===== config.mk =====
export PLATFORM = sky130hd
export DESIGN_NAME = card_id_allowlist_with_enroll_top
export DESIGN_NICKNAME = d
export VERILOG_FILES = /design/src/design/cida_pkg.sv /design/src/design/cida_store.sv /design/src/design/cida_ctrl.sv /design/src/design/card_id_allowlist_with_enroll_top.sv
export SDC_FILE = /design/constraint.sdc
export NUM_CORES = 2
export LEC_CHECK = 0
export BUFFER_PORTS_ARGS = -buffer_cell sky130_fd_sc_hd__buf_2
export CORE_UTILIZATION = 43
export DETAILED_ROUTE_END_ITERATION = 8
export HOLD_SLACK_MARGIN = 0.1
export PLACE_DENSITY = 0.67
export SLEW_MARGIN = 15
export SYNTH_ARGS = -nofsm -noshare
export SYNTH_HDL_FRONTEND = slang
export SYNTH_SLANG_ARGS = --single-unit
export TNS_END_PERCENT = 1

===== constraint.sdc =====
create_clock -name clock -period 9.4 [get_ports clock]
set_clock_uncertainty 0.05 [all_clocks]
set_input_delay 0.47 -clock clock [delete_from_list [all_inputs] [get_ports clock]]
set_output_delay 0.47 -clock clock [all_outputs]
set_load 0.02 [all_outputs]

===== src/design/cida_pkg.sv =====
// Shared types and constants for the card ID allowlist with enrollment.
// Holds the opcode, status and controller state codes and the result record.
// Depends on nothing; cida_ctrl and the top level import it.
`default_nettype none

package cida_pkg;

   // Widths fixed by the transaction fields.
   localparam int ID_LOW_W  = 64;
   localparam int ID_HIGH_W = 16;
   localparam int ID_W      = ID_LOW_W + ID_HIGH_W;
   localparam int LEN_W     = 4;
   localparam int WIN_W     = 32;
   localparam int CNT_OUT_W = 5;

   // Input transaction kinds.
   typedef enum logic [2:0] {
      OP_TICK   = 3'd0,
      OP_CARD   = 3'd1,
      OP_START  = 3'd2,
      OP_CANCEL = 3'd3,
      OP_CLEAR  = 3'd4,
      OP_TAKE   = 3'd5
   } opcode_type;

   // Result status codes.
   typedef enum logic [2:0] {
      STAT_OK       = 3'd0,
      STAT_GRANTED  = 3'd1,
      STAT_DENIED   = 3'd2,
      STAT_ENROLLED = 3'd3,
      STAT_PRESENT  = 3'd4,
      STAT_FULL     = 3'd5,
      STAT_IGNORED  = 3'd6
   } status_type;

   // Controller states.
   typedef enum logic [1:0] {
      ST_IDLE,
      ST_SCAN,
      ST_WAIT,
      ST_APPLY
   } state_type;

   // One result transaction.
   typedef struct packed {
      status_type             status;
      logic                   unlock;
      logic                   event_flag;
      logic                   enroll_active;
      logic [CNT_OUT_W-1:0]   entry_count;
   } rsp_type;

   // Byte mask that keeps the first len bytes of an ID.
   function automatic logic [ID_W-1:0] id_mask(input logic [LEN_W-1:0] len);
      logic [ID_W-1:0] m;
      m = '0;
      for (int b = 0; b < ID_W / 8; b++) begin
         if (LEN_W'(b) < len) begin
            m[8*b +: 8] = 8'hFF;
         end
      end
      return m;
   endfunction

endpackage

`default_nettype wire


===== src/design/cida_store.sv =====
// ID table memory: one write port and one read port with registered read data.
// Each entry holds a stored ID length above the masked ID bytes.
// Depends on nothing outside this file.
`default_nettype none

module cida_store #(
   parameter int DEPTH = 16,
   parameter int WIDTH = 84
) (
   input  wire logic                     clock,
   input  wire logic                     rd_en,
   input  wire logic [((DEPTH > 1) ? $clog2(DEPTH) : 1)-1:0] rd_addr,
   output logic      [WIDTH-1:0]         rd_data,
   input  wire logic                     wr_en,
   input  wire logic [((DEPTH > 1) ? $clog2(DEPTH) : 1)-1:0] wr_addr,
   input  wire logic [WIDTH-1:0]         wr_data
);

   logic [WIDTH-1:0] mem [DEPTH];
   logic [WIDTH-1:0] rd_data_ff;

   // Write port.
   always_ff @(posedge clock) begin
      if (wr_en) begin
         mem[wr_addr] <= wr_data;
      end
   end

   // Read port with registered read data.
   always_ff @(posedge clock) begin
      if (rd_en) begin
         rd_data_ff <= mem[rd_addr];
      end
   end

   assign rd_data = rd_data_ff;

endmodule

`default_nettype wire


===== src/design/cida_ctrl.sv =====
// Controller: takes one transaction, scans the ID table for a match, then
// applies the enroll, timer and event state and produces the result.
// Depends on cida_pkg; drives the ports of cida_store.
`default_nettype none

module cida_ctrl #(
   parameter int TABLE_DEPTH  = 16,
   parameter int MAX_ID_BYTES = 10
) (
   input  wire logic                          clock,
   input  wire logic                          reset,
   // Input transaction
   input  wire logic                          req_valid,
   output logic                               req_ready,
   input  wire cida_pkg::opcode_type          req_opcode,
   input  wire logic [cida_pkg::ID_LOW_W-1:0] req_id_low,
   input  wire logic [cida_pkg::ID_HIGH_W-1:0] req_id_high,
   input  wire logic [cida_pkg::LEN_W-1:0]    req_id_length,
   input  wire logic [cida_pkg::WIN_W-1:0]    req_window_ticks,
   // Result transaction
   output logic                               res_valid,
   input  wire logic                          res_ready,
   output cida_pkg::rsp_type                  res,
   // Table memory
   output logic                               rd_en,
   output logic [((TABLE_DEPTH > 1) ? $clog2(TABLE_DEPTH) : 1)-1:0] rd_addr,
   input  wire logic [8*MAX_ID_BYTES+cida_pkg::LEN_W-1:0] rd_data,
   output logic                               wr_en,
   output logic [((TABLE_DEPTH > 1) ? $clog2(TABLE_DEPTH) : 1)-1:0] wr_addr,
   output logic [8*MAX_ID_BYTES+cida_pkg::LEN_W-1:0] wr_data
);

   import cida_pkg::*;

   localparam int AW  = (TABLE_DEPTH > 1) ? $clog2(TABLE_DEPTH) : 1;
   localparam int CW  = $clog2(TABLE_DEPTH + 1);
   localparam int IDW = 8 * MAX_ID_BYTES;
   localparam int KW  = IDW + LEN_W;

   state_type        state_ff, state_in;
   logic [CW-1:0]    cnt_ff, cnt_in;
   logic             mode_ff, mode_in;
   logic [WIN_W-1:0] rem_ff, rem_in;
   logic             latch_ff, latch_in;
   logic [CW-1:0]    scan_idx_ff, scan_idx_in;
   logic             cmp_pend_ff;
   logic             hit_ff;

   opcode_type       op_ff;
   logic [KW-1:0]    key_ff;
   logic [WIN_W-1:0] win_ff;
   logic             card_ok_ff;

   logic             accept;
   logic             push;
   logic             match;
   logic             card_ok;
   logic [ID_W-1:0]  masked_id;
   logic             store_new;
   logic [CW-1:0]    scan_nxt;

   assign accept   = req_valid && req_ready;
   assign push     = res_valid && res_ready;
   assign match    = cmp_pend_ff && (rd_data == key_ff);
   assign card_ok  = (req_id_length != '0) && (req_id_length <= LEN_W'(MAX_ID_BYTES));
   assign masked_id = {req_id_high, req_id_low} & id_mask(req_id_length);
   assign scan_nxt = scan_idx_ff + CW'(1);

   // Capture the transaction, with the ID reduced to its used bytes.
   always_ff @(posedge clock) begin
      if (accept) begin
         op_ff      <= req_opcode;
         key_ff     <= {req_id_length, masked_id[IDW-1:0]};
         win_ff     <= req_window_ticks;
         card_ok_ff <= card_ok;
      end
   end

   // Next state.
   always_comb begin
      state_in = state_ff;
      unique case (state_ff)
         ST_IDLE: begin
            if (accept) begin
               if (req_opcode == OP_CARD && card_ok && cnt_ff != '0) begin
                  state_in = ST_SCAN;
               end else begin
                  state_in = ST_APPLY;
               end
            end
         end
         ST_SCAN: begin
            if (scan_nxt == cnt_ff) begin
               state_in = ST_WAIT;
            end
         end
         ST_WAIT: begin
            state_in = ST_APPLY;
         end
         ST_APPLY: begin
            if (res_ready) begin
               state_in = ST_IDLE;
            end
         end
         default: begin
            state_in = ST_IDLE;
         end
      endcase
   end

   // State machine outputs.
   always_comb begin
      req_ready = 1'b0;
      res_valid = 1'b0;
      rd_en     = 1'b0;
      unique case (state_ff)
         ST_IDLE:  req_ready = 1'b1;
         ST_SCAN:  rd_en     = 1'b1;
         ST_WAIT:  ;
         ST_APPLY: res_valid = 1'b1;
         default:  ;
      endcase
   end

   // Scan address walks the stored entries from zero.
   always_comb begin
      scan_idx_in = scan_idx_ff;
      if (accept) begin
         scan_idx_in = '0;
      end else if (rd_en) begin
         scan_idx_in = scan_nxt;
      end
   end

   assign rd_addr = scan_idx_ff[AW-1:0];

   // Decide the result and the next table, enroll and event state.
   always_comb begin
      cnt_in    = cnt_ff;
      mode_in   = mode_ff;
      rem_in    = rem_ff;
      latch_in  = latch_ff;
      store_new = 1'b0;
      res.status     = STAT_OK;
      res.unlock     = 1'b0;
      res.event_flag = 1'b0;
      case (op_ff)
         OP_TICK: begin
            if (mode_ff) begin
               if (rem_ff == '0) begin
                  mode_in  = 1'b0;
                  latch_in = 1'b1;
               end else begin
                  rem_in = rem_ff - WIN_W'(1);
               end
            end
         end
         OP_CARD: begin
            if (!card_ok_ff) begin
               res.status = STAT_IGNORED;
            end else if (mode_ff) begin
               if (hit_ff) begin
                  res.status = STAT_PRESENT;
               end else if (cnt_ff == CW'(TABLE_DEPTH)) begin
                  res.status = STAT_FULL;
               end else begin
                  res.status = STAT_ENROLLED;
                  store_new  = 1'b1;
                  cnt_in     = cnt_ff + CW'(1);
               end
               mode_in  = 1'b0;
               latch_in = 1'b1;
            end else if (hit_ff) begin
               res.status = STAT_GRANTED;
               res.unlock = 1'b1;
            end else begin
               res.status = STAT_DENIED;
            end
         end
         OP_START: begin
            mode_in = 1'b1;
            rem_in  = win_ff;
         end
         OP_CANCEL: begin
            mode_in  = 1'b0;
            latch_in = 1'b1;
         end
         OP_CLEAR: begin
            cnt_in   = '0;
            mode_in  = 1'b0;
            latch_in = 1'b1;
         end
         OP_TAKE: begin
            res.event_flag = latch_ff;
            latch_in       = 1'b0;
         end
         default: begin
            res.status = STAT_IGNORED;
         end
      endcase
      res.enroll_active = mode_in;
      res.entry_count   = CNT_OUT_W'(cnt_in);
   end

   // A new entry is appended at the current fill count.
   assign wr_en   = push && store_new;
   assign wr_addr = cnt_ff[AW-1:0];
   assign wr_data = key_ff;

   // Control registers.
   always_ff @(posedge clock) begin
      if (reset) begin
         state_ff    <= ST_IDLE;
         cnt_ff      <= '0;
         mode_ff     <= 1'b0;
         rem_ff      <= '0;
         latch_ff    <= 1'b0;
         scan_idx_ff <= '0;
         cmp_pend_ff <= 1'b0;
         hit_ff      <= 1'b0;
      end else begin
         state_ff    <= state_in;
         scan_idx_ff <= scan_idx_in;
         cmp_pend_ff <= rd_en;
         if (accept) begin
            hit_ff <= 1'b0;
         end else if (match) begin
            hit_ff <= 1'b1;
         end
         if (push) begin
            cnt_ff   <= cnt_in;
            mode_ff  <= mode_in;
            rem_ff   <= rem_in;
            latch_ff <= latch_in;
         end
      end
   end

`ifndef SYNTH
   // Appends never pass the table depth and never collide with a scan read.
   assert property (@(posedge clock) disable iff (reset)
      wr_en |-> (cnt_ff < CW'(TABLE_DEPTH)) && !rd_en)
      else $error("table write beyond depth or during scan");

   // Only entries below the fill count are ever read.
   assert property (@(posedge clock) disable iff (reset)
      rd_en |-> (scan_idx_ff < cnt_ff))
      else $error("scan read of an unfilled entry");

   // No compare is still in flight when the result is decided.
   assert property (@(posedge clock) disable iff (reset)
      (state_ff == ST_APPLY) |-> !cmp_pend_ff)
      else $error("result decided before the last compare");

   // The match flag only starts fresh on a new transaction.
   assert property (@(posedge clock) disable iff (reset)
      $past(accept) && !$past(reset) |-> !hit_ff)
      else $error("match flag not cleared on a new transaction");
`endif

endmodule

`default_nettype wire


===== src/design/card_id_allowlist_with_enroll_top.sv =====
// Top level of the card ID allowlist with enrollment window.
// Instantiates cida_ctrl and cida_store and holds the result output register.
// Depends on cida_pkg.
//
// Usage:
// - Input channel req_*: one transaction per command; req_tuser carries the
//   opcode, req_tdata the ID bytes, ID length and enroll window.
// - Result channel rsp_*: exactly one result transaction per input; rsp_tuser
//   carries the status, rsp_tdata the unlock, event and count fields.
// - A presented card with a valid length scans the stored entries one per
//   cycle through the table's single read port, then passes a wait state for
//   the last compare before the apply state. Other commands go from the idle
//   state straight to the apply state. The result is written from the apply
//   state into the output register, which drives rsp_tvalid.
// - One transaction is worked at a time; the next one is taken while the
//   previous result still waits in the output register.
// - When the receiver stalls with a result held, the controller holds its
//   finished result and does not accept further input until it is taken.
// - Reset empties the table count, leaves enroll mode, clears the event
//   latch and drops rsp_tvalid. Table contents need no clearing.
`default_nettype none

module card_id_allowlist_with_enroll_top #(
   parameter int TABLE_DEPTH  = 16,
   parameter int MAX_ID_BYTES = 10
) (
   input  wire logic         clock,
   input  wire logic         reset,
   // Input: id_low [63:0], id_high [79:64], id_length [83:80],
   //        window_ticks [115:84], zero [119:116]
   input  wire logic         req_tvalid,
   output logic              req_tready,
   input  wire logic [119:0] req_tdata,
   // opcode [2:0]
   input  wire logic [2:0]   req_tuser,
   // Result: unlock [0], event_flag [1], enroll_active [2], entry_count [7:3]
   output logic              rsp_tvalid,
   input  wire logic         rsp_tready,
   output logic [7:0]        rsp_tdata,
   // status [2:0]
   output logic [2:0]        rsp_tuser
);

   import cida_pkg::*;

   localparam int AW = (TABLE_DEPTH > 1) ? $clog2(TABLE_DEPTH) : 1;
   localparam int KW = 8 * MAX_ID_BYTES + LEN_W;

   logic          res_valid;
   logic          res_ready;
   rsp_type       res;
   logic          rd_en;
   logic [AW-1:0] rd_addr;
   logic [KW-1:0] rd_data;
   logic          wr_en;
   logic [AW-1:0] wr_addr;
   logic [KW-1:0] wr_data;

   logic          rsp_vld_ff;
   rsp_type       rsp_ff;

   cida_ctrl #(
      .TABLE_DEPTH  (TABLE_DEPTH),
      .MAX_ID_BYTES (MAX_ID_BYTES)
   ) u_ctrl (
      .clock            (clock),
      .reset            (reset),
      .req_valid        (req_tvalid),
      .req_ready        (req_tready),
      .req_opcode       (opcode_type'(req_tuser)),
      .req_id_low       (req_tdata[63:0]),
      .req_id_high      (req_tdata[79:64]),
      .req_id_length    (req_tdata[83:80]),
      .req_window_ticks (req_tdata[115:84]),
      .res_valid        (res_valid),
      .res_ready        (res_ready),
      .res              (res),
      .rd_en            (rd_en),
      .rd_addr          (rd_addr),
      .rd_data          (rd_data),
      .wr_en            (wr_en),
      .wr_addr          (wr_addr),
      .wr_data          (wr_data)
   );

   cida_store #(
      .DEPTH (TABLE_DEPTH),
      .WIDTH (KW)
   ) u_store (
      .clock   (clock),
      .rd_en   (rd_en),
      .rd_addr (rd_addr),
      .rd_data (rd_data),
      .wr_en   (wr_en),
      .wr_addr (wr_addr),
      .wr_data (wr_data)
   );

   // Output register: takes a result whenever it is empty or being drained.
   assign res_ready = !rsp_vld_ff || rsp_tready;

   always_ff @(posedge clock) begin
      if (reset) begin
         rsp_vld_ff <= 1'b0;
      end else if (res_valid && res_ready) begin
         rsp_vld_ff <= 1'b1;
      end else if (rsp_tready) begin
         rsp_vld_ff <= 1'b0;
      end
   end

   always_ff @(posedge clock) begin
      if (res_valid && res_ready) begin
         rsp_ff <= res;
      end
   end

   assign rsp_tvalid = rsp_vld_ff;
   assign rsp_tuser  = rsp_ff.status;
   assign rsp_tdata  = {rsp_ff.entry_count, rsp_ff.enroll_active,
                        rsp_ff.event_flag, rsp_ff.unlock};

endmodule

`default_nettype wire

==> out/metrics.csv <==
metric,value,unit
critical path cell sequence,"ha_1, nand2_1, inv_1, and3_1, nand2_1, nor2_4, buf_4, buf_4",
"Max stage delay cell, worst path",buf_4,
# fillers,11212,
core area,0.142,mm2
Mapped Cells,2795,
Slew HR,18.7,%
Initial Util,43.5,%
Post-Synthesis Net Count,2932,
Die X,381,um
DR vias/cell,5.74,
via count,29626,
Final period util,49.7,%
CP peak stage delay,0.89,ns
First-pass DRT Iterations,5,
Pins Over Slew Limit,0,
FMAX,0.214,GHz
DPL Wire Length,75.6,mm
Leakage,22.1,nW
I/O pin cnt,140,
post-route ant nets,0,
Post-synth EDFFs,1559,
Buffers on Ports,135,
leading area contributor after synthesis,edfxtp_1,
Tightest Pin Transition,1.22,ns
Synth top area share,75.9,%
register area share after synthesis,77.5,%
# resized after CTS,0,
DRC,0,
RSZ-0062 raised after global routing,false,
Clock Path Buffers,3,
initial antenna violation count,7,
critical path arrival,5.02,ns
Synth Area per Inst,22.1,um2
Async SR Flop Fraction,0,%
YS warnings,0,
Area Overhead vs Synth,15.5,%
share of cells above drive strength 1,26.9,%
CP required,9.75,ns
CTS tree,done,
largest net degree at the start of global routing,119,
die height,381,um
fin nets,3273,
Total GRT Usage,20.0,%
total power,17.2,mW
die area,0.145,mm2
CTS buffer count,162,
post-synth cell types,73,
"CP delay by family, top",buffers and inverters,
clock transition at the registers of the reported paths,0.06,ns
Root Driver,clkbuf_16,
htree depth,4,
# rows,138,
first-pass GRT wire length,209,mm
worst path bufs/invs,3,
Max Cap Viol,0,
TNS Setup,0,ns
Final Hold Viols,0,
worst hold path class,in2reg,
Crit Path Class,reg2reg,
grt ovf,0,
vias in the first global route,29857,
critical path endpoint category,register,
# setup viols final,0,
top_reg_cell synth,edfxtp_1,
clk_lat worst skew,0.79,ns
DR WL/cell,27.9,um
Clock Sink Count,1608,
ranking of synthesized cells by area,"edfxtp_1 76%, mux4_2 15%, dfxtp_1 1.6%",
worst-path fanout max,47,
Placer Congestion,0.792,
Initial DRC Count,3358,
status,"finished, final reports clean",
"Min Clock Period, post-route",4.67,ns
VDD IR max,0.183,mV
register bit total from synthesis,1608,
pwr dens,241,mW/mm2
Worst setup SP type,register,
Mapped Area,0.0617,mm2
Routed WL,144,mm
==> repair_timing <==
item / 4_1_cts / 5_1_grt
hold endpoints to repair: 117 / 0
hold buffers: 117 / 0
buffers inserted: 0 / 0
==> sequential cells by signal, indices dropped and copies added (netlist names) <==
name / count
u_ctrl.win_ff: 32
u_ctrl.mode_ff: 1
u_ctrl.cmp_pend_ff: 1
rsp_tvalid: 1
u_ctrl.wr_data: 84
u_ctrl.scan_idx_ff: 5
u_ctrl.rem_ff: 32
rsp_tdata: 8
rsp_tuser: 3
u_ctrl.hit_ff: 1
u_store.rd_data: 84
u_ctrl.state_ff: 2
u_store.mem: 1344
u_ctrl.latch_ff: 1
u_ctrl.cnt_ff: 5
u_ctrl.op_ff: 3
u_ctrl.card_ok_ff: 1
==> cell usage in the layout, fill, tap and decap left out, drive strengths merged, types with 6 or more instances in the layout <==
cell type    synthesis  final
nand2               53     53
o31ai                9      9
nand2b              11     11
buf                 43    191
a22o                 6      6
clkbuf              88    199
a21oi               43     43
dfxtp               49     49
xor2                36     36
nor2                57     57
nor4                28     28
a22oi               12     12
nand3                7      7
and2                35     35
o21ai               46     46
dlygate4sd3          0    117
bufinv               0     11
clkinv               0     80
nor3                32     32
mux4               420    420
nand4               15     15
ha                  10     10
xnor2               27     27
edfxtp            1559   1559
a2bb2oi              8      8
inv                 47     55
o22ai               10     10
nor2b               53     53
==> layer usage <==
layer / vias up / track usage [%] / wire, um
met4: 4 / 6.33 / 3740
met5: - / 0.198 / 46
li1: 12418 / - / -
met3: 206 / 3.55 / 10200
met2: 1215 / 31.8 / 70700
met1: 15783 / 28.0 / 59500
==> synth_stat cells, drive strengths merged, types with 5 or more instances <==
master / count
a2bb2oi: 8
a21oi: 43
a211oi: 5
nor2b: 53
and3: 5
and2: 35
o2bb2ai: 5
inv: 47
a21o: 5
nand3: 7
a31oi: 5
nand4: 15
a22oi: 12
o21ai: 46
a22o: 6
o31ai: 9
xor2: 36
nand2: 53
clkbuf: 88
ha: 10
buf: 43
xnor2: 27
o22ai: 10
nand2b: 11
or4: 5
edfxtp: 1559
nor3: 32
nor4: 28
mux4: 420
dfxtp: 49
o41ai: 5
nor2: 57
==> kinds of logic after synthesis <==
kind of cell,share of synthesized area (%)
flops,77.5
mux,15.4
simple gates,2.89
compound gates,2.05
buf+inv,1.12
xor+xnor,0.894
fa+ha+maj,0.203
==> power by group <==
group	leakage [nW]	internal, mW	switching [mW]
sequential	14.5	8.46	0.452
combinational	5.02	0.927	1.07
clock	2.54	3.58	2.72
total	22.1	13.0	4.24
==> area by class of cell <==
class | count | area, um2 | share of cell area [%]
clock buffer | 199 | 4300 | 6.03
antenna | 1 | 2.50 | 0.00351
clock inverter | 102 | 908 | 1.28
sequential | 1608 | 47800 | 67.1
inverter | 47 | 176 | 0.248
tap | 1890 | 2360 | 3.32
multi-input combinational | 1009 | 13400 | 18.8
timing repair buffer | 308 | 2300 | 3.24
==> worst paths after layout <==
| path | from | endpoint | slack, ns | cells past startpoint |
|---|---|---|---|---|
| setup / recovery | u_ctrl.state_ff[0] | u_store.mem[6][25] | 4.73 | 8 |
| hold / removal | req_tdata[58] | u_ctrl.wr_data[58] | 0.17 | 2 |
| setup reg to reg | u_ctrl.state_ff[0] | u_store.mem[6][25] | 4.73 | 8 |
| hold reg to reg | u_ctrl.rem_ff[29] | u_ctrl.rem_ff[29] | 0.43 | 2 |
==> through the flow <==
stage | cells | hold WS, ns | setup slack (ns) | instance area (um2) | utilization, %
5_1_grt | 5164 | 0.130 | 4.50 | 71200 | 50.2
3_3_place_gp | 4745 | 0.419 | 4.64 | 64900 | 45.7
6_report | 5164 | 0.166 | 4.73 | 71200 | 50.2
3_5_place_dp | 4745 | 0.424 | 4.60 | 64900 | 45.7
4_1_cts | 5163 | 0.104 | 4.71 | 71200 | 50.2
2_1_floorplan | 2795 | 0.395 | 1.23 | 61700 | -
(Power assumes the default switching activity.)
